$ cat config.mk
export PLATFORM = sky130hd
export DESIGN_NAME = cack_scan
export DESIGN_NICKNAME = d
export VERILOG_FILES = /design/src/design/cack_pkg.sv /design/src/design/cack_scan.sv
export SDC_FILE = /design/constraint.sdc
export NUM_CORES = 1
export LEC_CHECK = 0
export BUFFER_PORTS_ARGS = -buffer_cell sky130_fd_sc_hd__buf_2
export CAP_MARGIN = 25
export CORE_MARGIN = 3
export CORE_UTILIZATION = 53
export DETAILED_ROUTE_END_ITERATION = 6
export PLACE_DENSITY = 0.82
export SYNTH_ARGS = -nofsm -noshare
export SYNTH_HDL_FRONTEND = slang
export SYNTH_SLANG_ARGS = --single-unit
$ cat constraint.sdc
create_clock -name vclk -period 2.9
set_input_delay 0.29 -clock vclk [all_inputs]
set_output_delay 0.29 -clock vclk [all_outputs]
set_load 0.02 [all_outputs]
$ cat src/design/cack_pkg.sv
// Shared constants, types and state codes of the cumulative ack receiver.
package cack_pkg;

  // Sequence space covered by the arrival bitmap
  localparam int SEQ_SPACE = 32768;

  // Fixed field widths
  localparam int SEQ_W   = 16;
  localparam int TOTAL_W = 16;
  localparam int ACK_W   = 15;

  // Width that holds a sequence number, the effective total and the pointer
  localparam int ET_W = ($clog2(SEQ_SPACE + 1) > SEQ_W) ? $clog2(SEQ_SPACE + 1) : SEQ_W;

  // Bitmap organization: rows of WORD_W bits
  localparam int WORD_W = 32;
  localparam int BIT_W  = $clog2(WORD_W);
  localparam int ROWS   = (SEQ_SPACE + WORD_W - 1) / WORD_W;
  localparam int ROW_W  = (ROWS > 1) ? $clog2(ROWS) : 1;

  // Reset value of the total register
  localparam logic [TOTAL_W-1:0] TOTAL_RESET = TOTAL_W'(20000);

  // Sequencer states
  typedef enum logic [1:0] {
    ST_CLEAR,
    ST_IDLE,
    ST_READ,
    ST_WALK
  } state_t;

  // Result of the first-zero search over one bitmap row
  typedef struct packed {
    logic             found;
    logic [BIT_W-1:0] idx;
  } scan_res_t;

endpackage

$ cat src/design/cack_scan.sv
// First-zero search over one bitmap row, at or above a start bit.
module cack_scan
  import cack_pkg::*;
(
  input  logic [WORD_W-1:0] row_word,
  input  logic [BIT_W-1:0]  start_bit,
  output scan_res_t         res
);

  logic [WORD_W-1:0] holes;
  logic [WORD_W-1:0] lowest;
  logic [BIT_W-1:0]  idx;

  // Mask off bits below the start, then isolate the lowest hole
  assign holes  = ~row_word & ({WORD_W{1'b1}} << start_bit);
  assign lowest = holes & (~holes + WORD_W'(1));

  // Encode the one-hot hole position
  always_comb begin
    idx = '0;
    for (int i = 0; i < WORD_W; i++) begin
      if (lowest[i]) begin
        idx = idx | BIT_W'(i);
      end
    end
  end

  assign res.found = |holes;
  assign res.idx   = idx;

endmodule

# [Word-level counts from Yosys, hierarchy flattened]
# Index checks and enable logic that the tools add are counted.
[word_totals] reg_bits=0 elab_cells=38
[op_classes] n_addsub=1 shift=1 mux=31 bitwise_logic=4 reduce_logical=1
[ops] operator="$mux 5" n=16
[ops] operator="$and 32x32->32" n=2
[ops] operator="$not 32->32" n=2
[ops] operator="$add 32x1->32 const B" n=1
[ops] operator="$mux 4" n=8
[ops] operator="$reduce_or 32->1" n=1
[ops] operator="$shl 32x5->32 const A" n=1
[ops] operator="$mux 3" n=4
[ops] operator="$mux 2" n=2
[ops] operator="$mux 1" n=1

# [Logic depth before layout (Yosys ltp)]
[logic_depth] ltp_word=36 mapped_depth=10 depth_no_buf=7

# [Worst setup path after synthesis]
# Ideal clock, no wire load.
[synth_timing] path_kind="in2out" from="in start_bit[2]" to="out res[1] (netlist name)" arrival_ps=2061 setup_slack_ps=549 cell_stages=8 path_cell_list="buf_6 or4_1 o22ai_2 nor3_2 nand4_4 o32a_1 o221ai_2 or3b_1"
[synth_rtl] item="from (decl)" line="cack_scan.sv:6" source="input logic [BIT_W-1:0] start_bit,"
[synth_rtl] item="to (decl)" line="cack_scan.sv:7" source="output scan_res_t res"

==> impl_summary.log <==
INFO  metric status = finished, final reports clean
INFO  metric worst-slew-pin-transition = 0.4190 ns
INFO  metric nets = 248
INFO  metric synthesis.area = 0.001151 sq mm
INFO  metric dr_vias_cell = 6.797
INFO  metric post_synth_xor_area_fraction = 0%
INFO  metric grt_first_pass_wirelength = 6285 um
INFO  metric comb_power_share = 100.0%
INFO  metric finalCritPeriodShare = 95.09%
INFO  metric core = 0.002002 sq mm
INFO  metric grt_max_degree = 27
INFO  metric area_of_all_placed_cells_without_fillers = 0.001383 sq mm
INFO  metric share_of_cell_area_taken_by_muxes_after_synthesis = 0.8696%
INFO  metric period_needed = 2.758 ns
INFO  metric met3_length = 358 um
INFO  metric synthSimpleGateAreaFrac = 36.41%
INFO  metric setup_slack = 0.1425 ns
INFO  metric max-cap-violations = 0
INFO  metric design.die.area = 0.002767 sq mm
INFO  metric power_report.internal_total = 0.1007 mW
INFO  metric synth_sequential_area_ratio = 0%
INFO  metric crit_path_end_kind = output port
INFO  metric setup_tns = 0 ns
INFO  metric drt_pass1_iterations = 4
INFO  metric synthToLayoutAreaGrowth = 20.11%
INFO  metric holdBufCountCts = 0
INFO  metric synth-compound-area-share = 50.33%
INFO  metric ioPinCount = 43
INFO  metric fin_hold_ws = 1.052 ns
INFO  metric grt_pass1_vias = 1382
INFO  metric power.share.sequential = 0%
INFO  metric cts.repair_timing.setup_buffer_count = 0
INFO  metric finalWeightedCongestion = 0.9561
INFO  metric average_wire_length_per_cell_after_detail_routing = 16.36 um
INFO  metric worstPathArrival = 2.47 ns
INFO  metric netSwitchingPower = 0.1422 mW
INFO  metric final_layout_size_suffix_gt1_share = 33.97%
INFO  metric clkPwrFrac = 0%
INFO  metric ir_worst_vdd = 0.1479 mV
INFO  metric dp_worst_setup_slack = 0.08439 ns
INFO  metric synth_area_leaders = a21oi_1, a21o_1, nor2_1
INFO  metric mostFrequentLayoutCell = buf_2
INFO  metric worst-endpoint-required = 2.61 ns
INFO  metric initial_utilization = 57.50%
INFO  metric drt_drc_violations_left = 0
INFO  metric hold_path.class = input pin to output port
INFO  metric dpl-instance-area = 0.001370 sq mm
INFO  metric place.detailed.hpwl = 3172 um
INFO  metric routed_antenna_nets = 0
INFO  metric grt.overflow.total = 0
INFO  metric grt.total_usage = 28.74%
INFO  metric finalWirelength = 3860 um
INFO  metric crit_type = input pin to output port
INFO  metric synthCells = 167
INFO  metric combinational_family_with_the_most_area_after_synthesis = compound AO/OA/AOI/OAI gates
INFO  metric post_synth_fa_ha_maj_area_fraction = 0%
INFO  metric final_cell_mix = buf_2, nor2_1, a21oi_1
INFO  metric setup_violations = 0
INFO  metric highest_layer = met4
INFO  metric total_number_of_sequential_cells = 0
INFO  metric die_h = 52.61 um
INFO  metric insertedDiodeCount = 0
INFO  metric die_width = 52.61 um
INFO  metric floorplan.rows = 16
INFO  metric number_of_vias_after_detailed_routing = 1604
INFO  metric cts_resized = 0
INFO  metric biggest_fanout_along_the_worst_timing_path = 26
INFO  metric synthDistinctLibCells = 60
INFO  metric switching_share = 58.56%
INFO  metric mappedNetlistNets = 204
INFO  metric m1WireLength = 1644 um
INFO  metric power.static_leakage = 0.6226 nW
INFO  metric ys.warnings.count = 0
INFO  metric crit_path_start_kind = input pin
INFO  metric max_freq = 362.6 MHz
INFO  metric number_of_port_buffers = 43
INFO  metric register_area = 0 sq um
INFO  metric clock_buffers = 0
INFO  metric synth_top_area_cell = a21oi_1
INFO  metric max-slew-margin-rel = 71.91%
INFO  metric synth_top_area_share = 6.957%
INFO  metric powerDensity = 175.7 mW/mm^2
INFO  metric drt_iter0_drc = 96
INFO  metric antenna_found_initial = 0
INFO  metric report.final.hold_viol_count = 0
INFO  metric met2_length = 1812 um
INFO  metric rsz0062_at_grt = false
INFO  metric postSynthAreaPerCell = 6.893 sq um
INFO  metric slew_violations = 0
-- power groups by stage --
stage | registers [mW] | logic, mW | clock network, mW
global route | 0 | 0.265 | 0
floorplan | 0 | 0.163 | 0
CTS | 0 | 0.237 | 0
global placement | 0 | 0.231 | 0
detailed placement | 0 | 0.236 | 0
finish | 0 | 0.243 | 0
-- cells in the mapped netlist, types with 2 or more instances --
cell and count:
nor3_1 7, o22a_1 3, nand2b_1 3, a31o_2 4, a31oi_1 4, a21o_1 9
nor3_2 2, and3_1 2, nand3_1 6, nand4_1 4, buf_4 3, a211o_1 2
o31a_1 2, o21ai_0 3, buf_2 3, or3_1 2, a21oi_1 16, nor2_1 18
o211a_1 2, buf_6 6, o31ai_1 2, nor4_1 4, o211ai_1 2, inv_1 6
o21bai_1 2, a211oi_1 4, nand2_1 10, a221oi_1 2, o32a_1 2, or4_1 2
-- worst paths after layout --
| path | to | from | cells after the start | slack (ns) |
|---|---|---|---|---|
| worst max-delay path | res[1] | start_bit[2] | 9 | 0.14 |
| worst min-delay path | res[5] | row_word[31] | 5 | 1.05 |
-- cell type report --
type	instances	area, sq um
repair buffers	55	307.8
well taps	27	33.78
inverters	6	22.52
fillers	189	619.3
multi-input cells	148	1018
-- layer usage --
metal	up-vias	track usage, %
li1	760	-
met1	745	40.33
met2	91	50.00
met3	8	1.140
met4	0	1.702
met5	-	0
-- cells by family after synthesis --
kind of cell / after synthesis
and+or+nand+nor: 72
AOI/OAI and AO/OA: 75
muxes: 1
buffers and inverters: 19
-- critical path, stage by stage --
cell and delay [ns]:
clkbuf_4 0.23, or4_1 0.59, o22ai_2 0.28, nor3_4 0.12
nand4_4 0.13, o32a_1 0.22, o221ai_2 0.10, or3b_1 0.35
buf_2 0.16
-- through the flow --
stage	util (%)	total power, mW	instances
5_1_grt	69.06	0.2653	236
6_report	69.06	0.2429	236
3_5_place_dp	68.44	0.2358	236
2_1_floorplan	-	0.1626	167
3_3_place_gp	68.44	0.2313	236
4_1_cts	68.44	0.2373	236
No activity file was read; power rests on OpenSTA's default activity.
